==> src/rtl/sfr_pkg.sv <==
// ----------------------------------------------------------------------------
// sfr_pkg
// Shared types, codes and the CRC-16 byte update for the sync frame receiver.
// ----------------------------------------------------------------------------
package sfr_pkg;

  // Frame parser phases
  localparam logic [2:0] PhHunt    = 3'd0;
  localparam logic [2:0] PhCmd     = 3'd1;
  localparam logic [2:0] PhLenLo   = 3'd2;
  localparam logic [2:0] PhLenHi   = 3'd3;
  localparam logic [2:0] PhPayload = 3'd4;
  localparam logic [2:0] PhCrcLo   = 3'd5;
  localparam logic [2:0] PhCrcHi   = 3'd6;

  // Result event codes
  localparam logic [1:0] EvPayload = 2'd0;
  localparam logic [1:0] EvGood    = 2'd1;
  localparam logic [1:0] EvBadCrc  = 2'd2;
  localparam logic [1:0] EvTimeout = 2'd3;

  // Configuration register indexes
  localparam logic [1:0] CfgSyncMin  = 2'd0;
  localparam logic [1:0] CfgCommand  = 2'd1;
  localparam logic [1:0] CfgLength   = 2'd2;
  localparam logic [1:0] CfgTimeout  = 2'd3;

  // Configuration reset values
  localparam logic [7:0]  SyncMinRst  = 8'd3;
  localparam logic [7:0]  CommandRst  = 8'hEE;
  localparam logic [15:0] LengthRst   = 16'd2052;
  localparam logic [19:0] TimeoutRst  = 20'd700000;

  // Framing bytes and CRC polynomial
  localparam logic [7:0]  SyncByte = 8'hAA;
  localparam logic [7:0]  MarkByte = 8'h00;
  localparam logic [15:0] CrcPoly  = 16'h1021;

  typedef struct packed {
    logic [7:0]  sync_min;
    logic [7:0]  command_code;
    logic [15:0] frame_length;
    logic [19:0] timeout_ticks;
  } sfr_cfg_t;

  typedef struct packed {
    logic        valid;
    logic [1:0]  event_kind;
    logic [7:0]  payload_byte;
    logic [15:0] payload_offset;
  } sfr_res_t;

  // CRC-16/XMODEM update with one byte, MSB first
  function automatic logic [15:0] crc16_byte(input logic [15:0] crc_in,
                                             input logic [7:0]  data);
    logic [15:0] crc;
    crc = crc_in ^ {data, 8'h00};
    for (int i = 0; i < 8; i++) begin
      if (crc[15]) begin
        crc = {crc[14:0], 1'b0} ^ CrcPoly;
      end else begin
        crc = {crc[14:0], 1'b0};
      end
    end
    return crc;
  endfunction

endpackage

==> src/rtl/sfr_core.sv <==
// ----------------------------------------------------------------------------
// sfr_core
// Frame parser state, CRC accumulator and idle counter; one item per cycle while items are accepted.
// ----------------------------------------------------------------------------
module sfr_core import sfr_pkg::*; (
  input  logic       clk_i,
  input  logic       rst_ni,
  input  logic       accept_i,
  input  logic       req_type_i,
  input  logic [7:0] rx_byte_i,
  input  sfr_cfg_t   cfg_i,
  output sfr_res_t   res_o
);

  logic [2:0]  phase_q, phase_d;
  logic [7:0]  sync_seen_q, sync_seen_d;
  logic [15:0] crc_q, crc_d;
  logic [15:0] left_q, left_d;
  logic [15:0] offset_q, offset_d;
  logic [7:0]  crc_lo_q, crc_lo_d;
  logic [19:0] idle_q, idle_d;
  logic [15:0] crc_upd;
  logic [15:0] len_full;
  logic [15:0] left_dec;

  assign crc_upd  = crc16_byte((phase_q == PhCmd) ? 16'h0000 : crc_q, rx_byte_i);
  assign len_full = {rx_byte_i, left_q[7:0]};
  assign left_dec = left_q - 16'd1;

  // Next state and result for the item at the input
  always_comb begin
    phase_d     = phase_q;
    sync_seen_d = sync_seen_q;
    crc_d       = crc_q;
    left_d      = left_q;
    offset_d    = offset_q;
    crc_lo_d    = crc_lo_q;
    idle_d      = idle_q;
    res_o       = '0;

    if (req_type_i) begin
      // idle tick
      if (idle_q >= cfg_i.timeout_ticks) begin
        idle_d           = '0;
        phase_d          = PhHunt;
        sync_seen_d      = '0;
        res_o.valid      = 1'b1;
        res_o.event_kind = EvTimeout;
      end else begin
        idle_d = idle_q + 20'd1;
      end
    end else begin
      idle_d = '0;
      case (phase_q)
        PhCmd: begin
          crc_d   = crc_upd;
          phase_d = (rx_byte_i == cfg_i.command_code) ? PhLenLo : PhHunt;
        end
        PhLenLo: begin
          left_d  = {8'h00, rx_byte_i};
          crc_d   = crc_upd;
          phase_d = PhLenHi;
        end
        PhLenHi: begin
          left_d   = len_full;
          crc_d    = crc_upd;
          offset_d = '0;
          if (len_full != cfg_i.frame_length) begin
            phase_d = PhHunt;
          end else if (len_full == 16'd0) begin
            phase_d = PhCrcLo;
          end else begin
            phase_d = PhPayload;
          end
        end
        PhPayload: begin
          offset_d             = offset_q + 16'd1;
          crc_d                = crc_upd;
          left_d               = left_dec;
          if (left_dec == 16'd0) begin
            phase_d = PhCrcLo;
          end
          res_o.valid          = 1'b1;
          res_o.event_kind     = EvPayload;
          res_o.payload_byte   = rx_byte_i;
          res_o.payload_offset = offset_q;
        end
        PhCrcLo: begin
          crc_lo_d = rx_byte_i;
          phase_d  = PhCrcHi;
        end
        PhCrcHi: begin
          phase_d          = PhHunt;
          res_o.valid      = 1'b1;
          res_o.event_kind = ({rx_byte_i, crc_lo_q} == crc_q) ? EvGood : EvBadCrc;
        end
        default: begin
          // hunting, also the unused phase code
          phase_d = PhHunt;
          if (rx_byte_i == SyncByte) begin
            if (sync_seen_q != 8'hFF) begin
              sync_seen_d = sync_seen_q + 8'd1;
            end
          end else begin
            if (rx_byte_i == MarkByte && sync_seen_q >= cfg_i.sync_min) begin
              phase_d = PhCmd;
            end
            sync_seen_d = '0;
          end
        end
      endcase
    end

    if (!accept_i) begin
      res_o.valid = 1'b0;
    end
  end

  // State registers, updated only on an accepted item
  always_ff @(posedge clk_i or negedge rst_ni) begin
    if (!rst_ni) begin
      phase_q     <= PhHunt;
      sync_seen_q <= '0;
      crc_q       <= '0;
      left_q      <= '0;
      offset_q    <= '0;
      crc_lo_q    <= '0;
      idle_q      <= '0;
    end else if (accept_i) begin
      phase_q     <= phase_d;
      sync_seen_q <= sync_seen_d;
      crc_q       <= crc_d;
      left_q      <= left_d;
      offset_q    <= offset_d;
      crc_lo_q    <= crc_lo_d;
      idle_q      <= idle_d;
    end
  end

endmodule

==> src/rtl/sfr_out_reg.sv <==
// ----------------------------------------------------------------------------
// sfr_out_reg
// Result register holding one item until the consumer takes it.
// ----------------------------------------------------------------------------
module sfr_out_reg import sfr_pkg::*; (
  input  logic     clk_i,
  input  logic     rst_ni,
  input  sfr_res_t res_i,
  input  logic     out_ready_i,
  output logic     load_ok_o,
  output logic     out_valid_o,
  output sfr_res_t res_o
);

  logic     valid_q, valid_d;
  sfr_res_t data_q;

  // Register may load when empty or being drained this cycle
  assign load_ok_o = !valid_q || out_ready_i;
  assign valid_d   = load_ok_o ? res_i.valid : valid_q;

  always_ff @(posedge clk_i or negedge rst_ni) begin
    if (!rst_ni) begin
      valid_q <= 1'b0;
    end else begin
      valid_q <= valid_d;
    end
  end

  // Payload
  always_ff @(posedge clk_i) begin
    if (load_ok_o && res_i.valid) begin
      data_q <= res_i;
    end
  end

  assign out_valid_o = valid_q;
  assign res_o       = data_q;

endmodule

==> src/rtl/sync_frame_receiver_crc16.sv <==
// ----------------------------------------------------------------------------
// sync_frame_receiver_crc16
// Sync-hunting frame receiver with command/length check, payload streaming
// and CRC-16/XMODEM verification.
// ----------------------------------------------------------------------------
//  Channel | Direction | Handshake             | Payload
//  --------+-----------+-----------------------+---------------------------------
//  in      | input     | in_valid_i/in_ready_o | req_type_i, rx_byte_i
//  out     | output    | out_valid_o/out_ready_i | event_kind_o, payload_byte_o,
//          |           |                       | payload_offset_o
//  cfg     | input     | cfg_valid_i/cfg_ready_o | cfg_index_i, cfg_data_i
//
//  One item per cycle while in_ready_o is high: the parser updates in the accept
//  cycle and its result, if any, appears in the output register on the next cycle.
//  in_ready_o is high whenever the output register is empty or being drained.
//  Reset clears the parser to hunting and loads the default configuration;
//  cfg_ready_o is always high.
// ----------------------------------------------------------------------------
module sync_frame_receiver_crc16 import sfr_pkg::*; (
  input  logic        clk_i,
  input  logic        rst_ni,
  input  logic        in_valid_i,
  output logic        in_ready_o,
  input  logic        req_type_i,
  input  logic [7:0]  rx_byte_i,
  output logic        out_valid_o,
  input  logic        out_ready_i,
  output logic [1:0]  event_kind_o,
  output logic [7:0]  payload_byte_o,
  output logic [15:0] payload_offset_o,
  input  logic        cfg_valid_i,
  output logic        cfg_ready_o,
  input  logic [1:0]  cfg_index_i,
  input  logic [19:0] cfg_data_i
);

  sfr_cfg_t cfg_q;
  sfr_res_t core_res;
  sfr_res_t out_res;
  logic     load_ok;
  logic     accept;

  assign cfg_ready_o = 1'b1;
  assign in_ready_o  = load_ok;
  assign accept      = in_valid_i && load_ok;

  // Configuration registers
  always_ff @(posedge clk_i or negedge rst_ni) begin
    if (!rst_ni) begin
      cfg_q.sync_min      <= SyncMinRst;
      cfg_q.command_code  <= CommandRst;
      cfg_q.frame_length  <= LengthRst;
      cfg_q.timeout_ticks <= TimeoutRst;
    end else if (cfg_valid_i) begin
      case (cfg_index_i)
        CfgSyncMin: cfg_q.sync_min      <= cfg_data_i[7:0];
        CfgCommand: cfg_q.command_code  <= cfg_data_i[7:0];
        CfgLength:  cfg_q.frame_length  <= cfg_data_i[15:0];
        CfgTimeout: cfg_q.timeout_ticks <= cfg_data_i;
        default:    cfg_q.timeout_ticks <= cfg_q.timeout_ticks;
      endcase
    end
  end

  sfr_core u_core (
    .clk_i      (clk_i),
    .rst_ni     (rst_ni),
    .accept_i   (accept),
    .req_type_i (req_type_i),
    .rx_byte_i  (rx_byte_i),
    .cfg_i      (cfg_q),
    .res_o      (core_res)
  );

  sfr_out_reg u_out_reg (
    .clk_i       (clk_i),
    .rst_ni      (rst_ni),
    .res_i       (core_res),
    .out_ready_i (out_ready_i),
    .load_ok_o   (load_ok),
    .out_valid_o (out_valid_o),
    .res_o       (out_res)
  );

  assign event_kind_o     = out_res.event_kind;
  assign payload_byte_o   = out_res.payload_byte;
  assign payload_offset_o = out_res.payload_offset;

endmodule
==> config.mk <==
export PLATFORM = sky130hd
export DESIGN_NAME = sync_frame_receiver_crc16
export DESIGN_NICKNAME = d
export VERILOG_FILES = /design/src/rtl/sfr_pkg.sv /design/src/rtl/sfr_core.sv /design/src/rtl/sfr_out_reg.sv /design/src/rtl/sync_frame_receiver_crc16.sv
export SDC_FILE = /design/constraint.sdc
export NUM_CORES = 1
export LEC_CHECK = 0
export BUFFER_PORTS_ARGS = -buffer_cell sky130_fd_sc_hd__clkbuf_2
export CAP_MARGIN = 25
export CORE_ASPECT_RATIO = 0.75
export CORE_MARGIN = 2
export CORE_UTILIZATION = 42
export DETAILED_ROUTE_END_ITERATION = 8
export PLACE_DENSITY_LB_ADDON = 0.08
export SLEW_MARGIN = 10
export SYNTH_ARGS = -nofsm -noshare
export SYNTH_HDL_FRONTEND = slang
export SYNTH_HIERARCHICAL = 1
export SYNTH_SLANG_ARGS = --single-unit
==> constraint.sdc <==
create_clock -name clk_i -period 3.59 [get_ports clk_i]
set_input_delay 0.1795 -clock clk_i [delete_from_list [all_inputs] [get_ports clk_i]]
set_output_delay 0.1795 -clock clk_i [all_outputs]
set_load 0.02 [all_outputs]
## After elaboration in Yosys (flattened, before gate mapping)

Cells that the tools add are included.

- Add/sub/neg operators: 4
- Order comparisons: 2
- Equal/unequal tests: 18
- Multiplexer cells: 32
- Bitwise gates (word level): 12
- Reduce and logical (&&, ||, !) cells: 26

Operators with widths:

| cell | count |
|---|---|
| 2-to-1 mux 13 bit | 8 |
| one-hot mux 16 bit (3 select lines) | 1 |
| 2-to-1 mux 20 bit | 2 |
| 2-to-1 mux 8 bit | 5 |
| zero test 16 bit | 2 |
| one-hot mux 16 bit (2 select lines) | 1 |
| NOT 3 bit | 8 |
| adder 20 x 1 -> 20 bit, second input constant | 1 |
| >= comparator 20 bit | 1 |
| 2-to-1 mux 3 bit | 6 |
| one-hot mux 3 bit (6 select lines) | 1 |
| adder 16 x 1 -> 16 bit, second input constant | 1 |
| == test 16 bit | 1 |
| 2-to-1 mux 16 bit | 1 |
| inequality test 16 bit | 1 |
| subtractor 16 x 1 -> 16 bit, second input constant | 1 |
| bitwise XOR 16 bit | 1 |
| AND reduction 3 bit | 5 |
| == test 3 bit, second input constant | 3 |
| adder 8 x 1 -> 8 bit, second input constant | 1 |
| == test 8 bit | 1 |
| == test 8 bit, second input constant | 1 |
| >= comparator 8 bit | 1 |
| zero test 8 bit | 1 |
| other kinds (23) | 39 |

- Flip-flop bits (word level): 166
- Input port bits: 36
- Output and inout port bits: 29
- Word-level logic and storage cells: 110

## Logic depth before layout (Yosys ltp)

- Depth in word-level cells: 19
- Mapped depth: 11

## By module

The synthesis kept the hierarchy.

By module, submodules not included:

| module | instances | cells each | area an instance (um2) | seq. area each (um2) |
|---|---|---|---|---|
| sfr_core | 1 | 744 | 6281.0 | 2177.1 |
| sync_frame_receiver_crc16 | 1 | 114 | 2004.4 | 1325.0 |
| sfr_out_reg | 1 | 31 | 864.6 | 835.8 |

## Worst setup path after synthesis

No wires, ideal clock.

- Path kind: flip-flop to flip-flop
- From: reg cfg_q[6] (netlist bit)
- To: reg u_out_reg.data_q (netlist bit u_out_reg/res_o[0]) (enable)
- Arrival time: 2.235 ns
- Data required time: 3.259 ns
- Setup slack: 1.024 ns
- Cell stages (with the launch flop): 10
- Path buffers: 0
- Cells stage by stage: dfstp_2 -> inv_1 -> ha_1 -> nand2_1 -> nor4_1 -> a21oi_1 -> nor4b_2 -> o31ai_2 -> nor2_1 -> and2_4

RTL lines:

| what | line | source |
|---|---|---|
| start, declared | sync_frame_receiver_crc16.sv:37 | `sfr_cfg_t cfg_q;` |
| end signal, assigned | sfr_out_reg.sv:33 | `data_q <= res_i;` |
| end, declared | sfr_out_reg.sv:16 | `sfr_res_t data_q;` |

==> flow_metrics.py <==
metrics = {
    "drt": {
        "detail_route.drc_violations": 0,
        "detailroute.via_count": 6551,
        "routedWlPerCell_um": 17.53,
        "drt_wl_total_mm": 22.00,
        "viasPerCell": 5.220,
        "route.antenna.remaining_nets": 0,
        "detailedRoute.firstIterationViolations": 444,
        "drtPass1Iterations": 5,
    },
    "setup_path": {
        "criticalPathCategory": "reg2reg",
        "cp.required_ps": 3690,
        "timing.critical_path.to_type": "flip-flop",
        "setup_crit_start_kind": "flip-flop",
        "cp_data_arrival_time_ps": 3080,
        "critical_path_peak_fanout": 26,
    },
    "synth": {
        "synth_area_per_cell_sq_um": 10.27,
        "post_synth_inst_count": 888,
        "synth_nets": 957,
        "synth.cell_area_sq_mm": 0.009120,
        "synth_warnings": 6,
    },
    "global_route": {
        "overflow_left_after_global_routing": 0,
        "first_pass_grt_wire_length_mm": 35.72,
        "grt_antenna_before_repair": 0,
        "grt_max_degree": 77,
        "gr-usage-all-layers_pct": 20.21,
        "grt_pass1_vias": 6198,
    },
    "finish": {
        "final_util_pct": 49.14,
        "most-common-layout-cells": "sky130_fd_sc_hd__dfrtp_1, sky130_fd_sc_hd__nor2_1, sky130_fd_sc_hd__nand2_1",
        "syn2layout_area_growth_pct": 14.43,
        "layout.cells.most_common": "sky130_fd_sc_hd__dfrtp_1",
        "num_antenna_cells": 0,
        "nets": 1023,
        "post_layout_nonfiller_instances": 1255,
        "final_layout_size_suffix_gt1_share_pct": 21.82,
    },
    "place": {
        "buffer_ports.inserted": 63,
        "numPlacedInstances": 1214,
        "dp_worst_setup_slack_ps": 689.4,
        "globalplace.congestion": 0.8479,
        "place_hpwl_mm": 15.47,
    },
    "timing": {
        "timing_max_transition_violations_final": 0,
        "setup_skew_ps": 8.185,
        "max_slew.worst_pin.slew_ps": 873.2,
        "post-route-period-util_pct": 83.13,
        "final_hold_vio_count": 0,
        "slew-limit-headroom_pct": 41.25,
        "grt_setup_unrepaired": "false",
        "postLayoutSetupSlackWorst_ps": 605.8,
        "fmax_mhz": 335.1,
        "post-route-min-period_ps": 2984,
        "setup_total_negative_slack_ps": 0,
        "setup_viol_count_final": 0,
    },
    "flow_run": {
        "max_cap_violations": 0,
    },
    "die": {
        "chipHeight_um": 131.6,
        "std_cell_rows": 46,
        "pin_count": 65,
        "floorplan.die_area_sq_mm": 0.02292,
        "floorplan.initialDensity_pct": 42.94,
        "chipWidth_um": 174.2,
        "fp.coreArea_sq_mm": 0.02124,
    },
    "status": {
        "status": "finished, final reports clean",
    },
    "power_and_ir_drop": {
        "cellPowerDensity_mw_per_mm2": 573.4,
        "ir_worst_vdd_uv": 345.9,
        "leakage_power_nw": 4.563,
    },
    "clock_network": {
        "clk_pin_slew_worst_paths_ps": 70,
        "root_buffer": "sky130_fd_sc_hd__clkbuf_16",
        "cts_htree_levels": 4,
        "cts_repair_resizes": 0,
        "clock-sinks": 166,
        "tritoncts": "done",
        "clkLatencyLatePin_ps": 430,
        "cts-root-to-sink-buffers": 2,
        "cts_inserted_buffers": 17,
        "postCtsSetupBuffers": 0,
    },
    "min_path": {
        "hold_class": "in2reg",
    },
}
[per-stage QoR]
stage | hold slack, ps | cell area [sq um] | power (W)
finish | 22.20 | 10440 | 0.005984
global route | 11.06 | 10440 | 0.006373
CTS | 0.1637 | 10440 | 0.006037
detailed placement | 279.0 | 9736 | 0.004082
global placement | 282.9 | 9736 | 0.004069
floorplan | -116.1 | 9120 | 0.003733
[flip-flops by register name, summed over array words and instances, names as in the netlist]
name,flops
cfg_q,52
u_out_reg/res_o,26
u_core/idle_q,20
u_core/crc_q,16
u_core/left_q,16
u_core/offset_q,16
u_core/crc_lo_q,8
u_core/sync_seen_q,8
u_core/phase_q,3
u_out_reg/out_valid_o,1
[final timing paths]
path / start / to / slack [ps] / cells past startpoint
worst max-delay path: cfg_q[17]$_DFFE_PN1P_ / u_out_reg/res_o[22]$_DFFE_PP_ / 610 / 8
max in group asynchronous: rst_ni / cfg_q[31]$_DFFE_PN1P_ / 2350 / 3
min in group asynchronous: rst_ni / u_core/offset_q[10]$_DFFE_PN0P_ / 360 / 2
worst max register to register: cfg_q[17]$_DFFE_PN1P_ / u_out_reg/res_o[22]$_DFFE_PP_ / 610 / 8
worst min register to register: cfg_q[3]$_DFFE_PN0P_ / cfg_q[3]$_DFFE_PN0P_ / 510 / 1
worst min-delay path: cfg_data_i[10] / cfg_q[30]$_DFFE_PN0P_ / 20 / 2
[power breakdown]
group	switching (W)	internal (W)	total, W
logic	0.000752	0.000681	0.00143
clock network	0.000781	0.00114	0.00192
registers	0.000385	0.00225	0.00263
[what timing repair did]
item,in CTS,in global routing
endpoints found under the hold margin,84,0
endpoints found under the setup margin,0,0
hold buffers,9,0
[worst max-delay path, cell delays in order, from the launching register on]
cell and delay [ps]:
sky130_fd_sc_hd__dfstp_2 530, sky130_fd_sc_hd__inv_1 40, sky130_fd_sc_hd__ha_1 290, sky130_fd_sc_hd__nand4_1 110
sky130_fd_sc_hd__nor3_1 490, sky130_fd_sc_hd__nor4b_2 490, sky130_fd_sc_hd__o31ai_2 140, sky130_fd_sc_hd__nor2_1 170
sky130_fd_sc_hd__and2_4 380
[routing by layer]
| metal | track usage, % | vias to the layer above | part of all wire, % |
|---|---|---|---|
| met4 | 5.229 | 0 | 1.1 |
| met2 | 26.94 | 133 | 40 |
| li1 | - | 3221 | - |
| met3 | 4.022 | 16 | 4.3 |
| met1 | 32.59 | 3181 | 55 |
| met5 | 0 | - | 0 |
[area by class of cell]
class                      count  area (sq um)
clock buffer                  21         461.7
clock inverter                11         148.9
fill                        1969         10800
inverter                      38         142.6
multi-input combinational    640          4448
sequential                   166          4308
tap                          288         360.3
timing repair buffer          91         566.8
No activity file was read; power rests on OpenSTA's default activity.
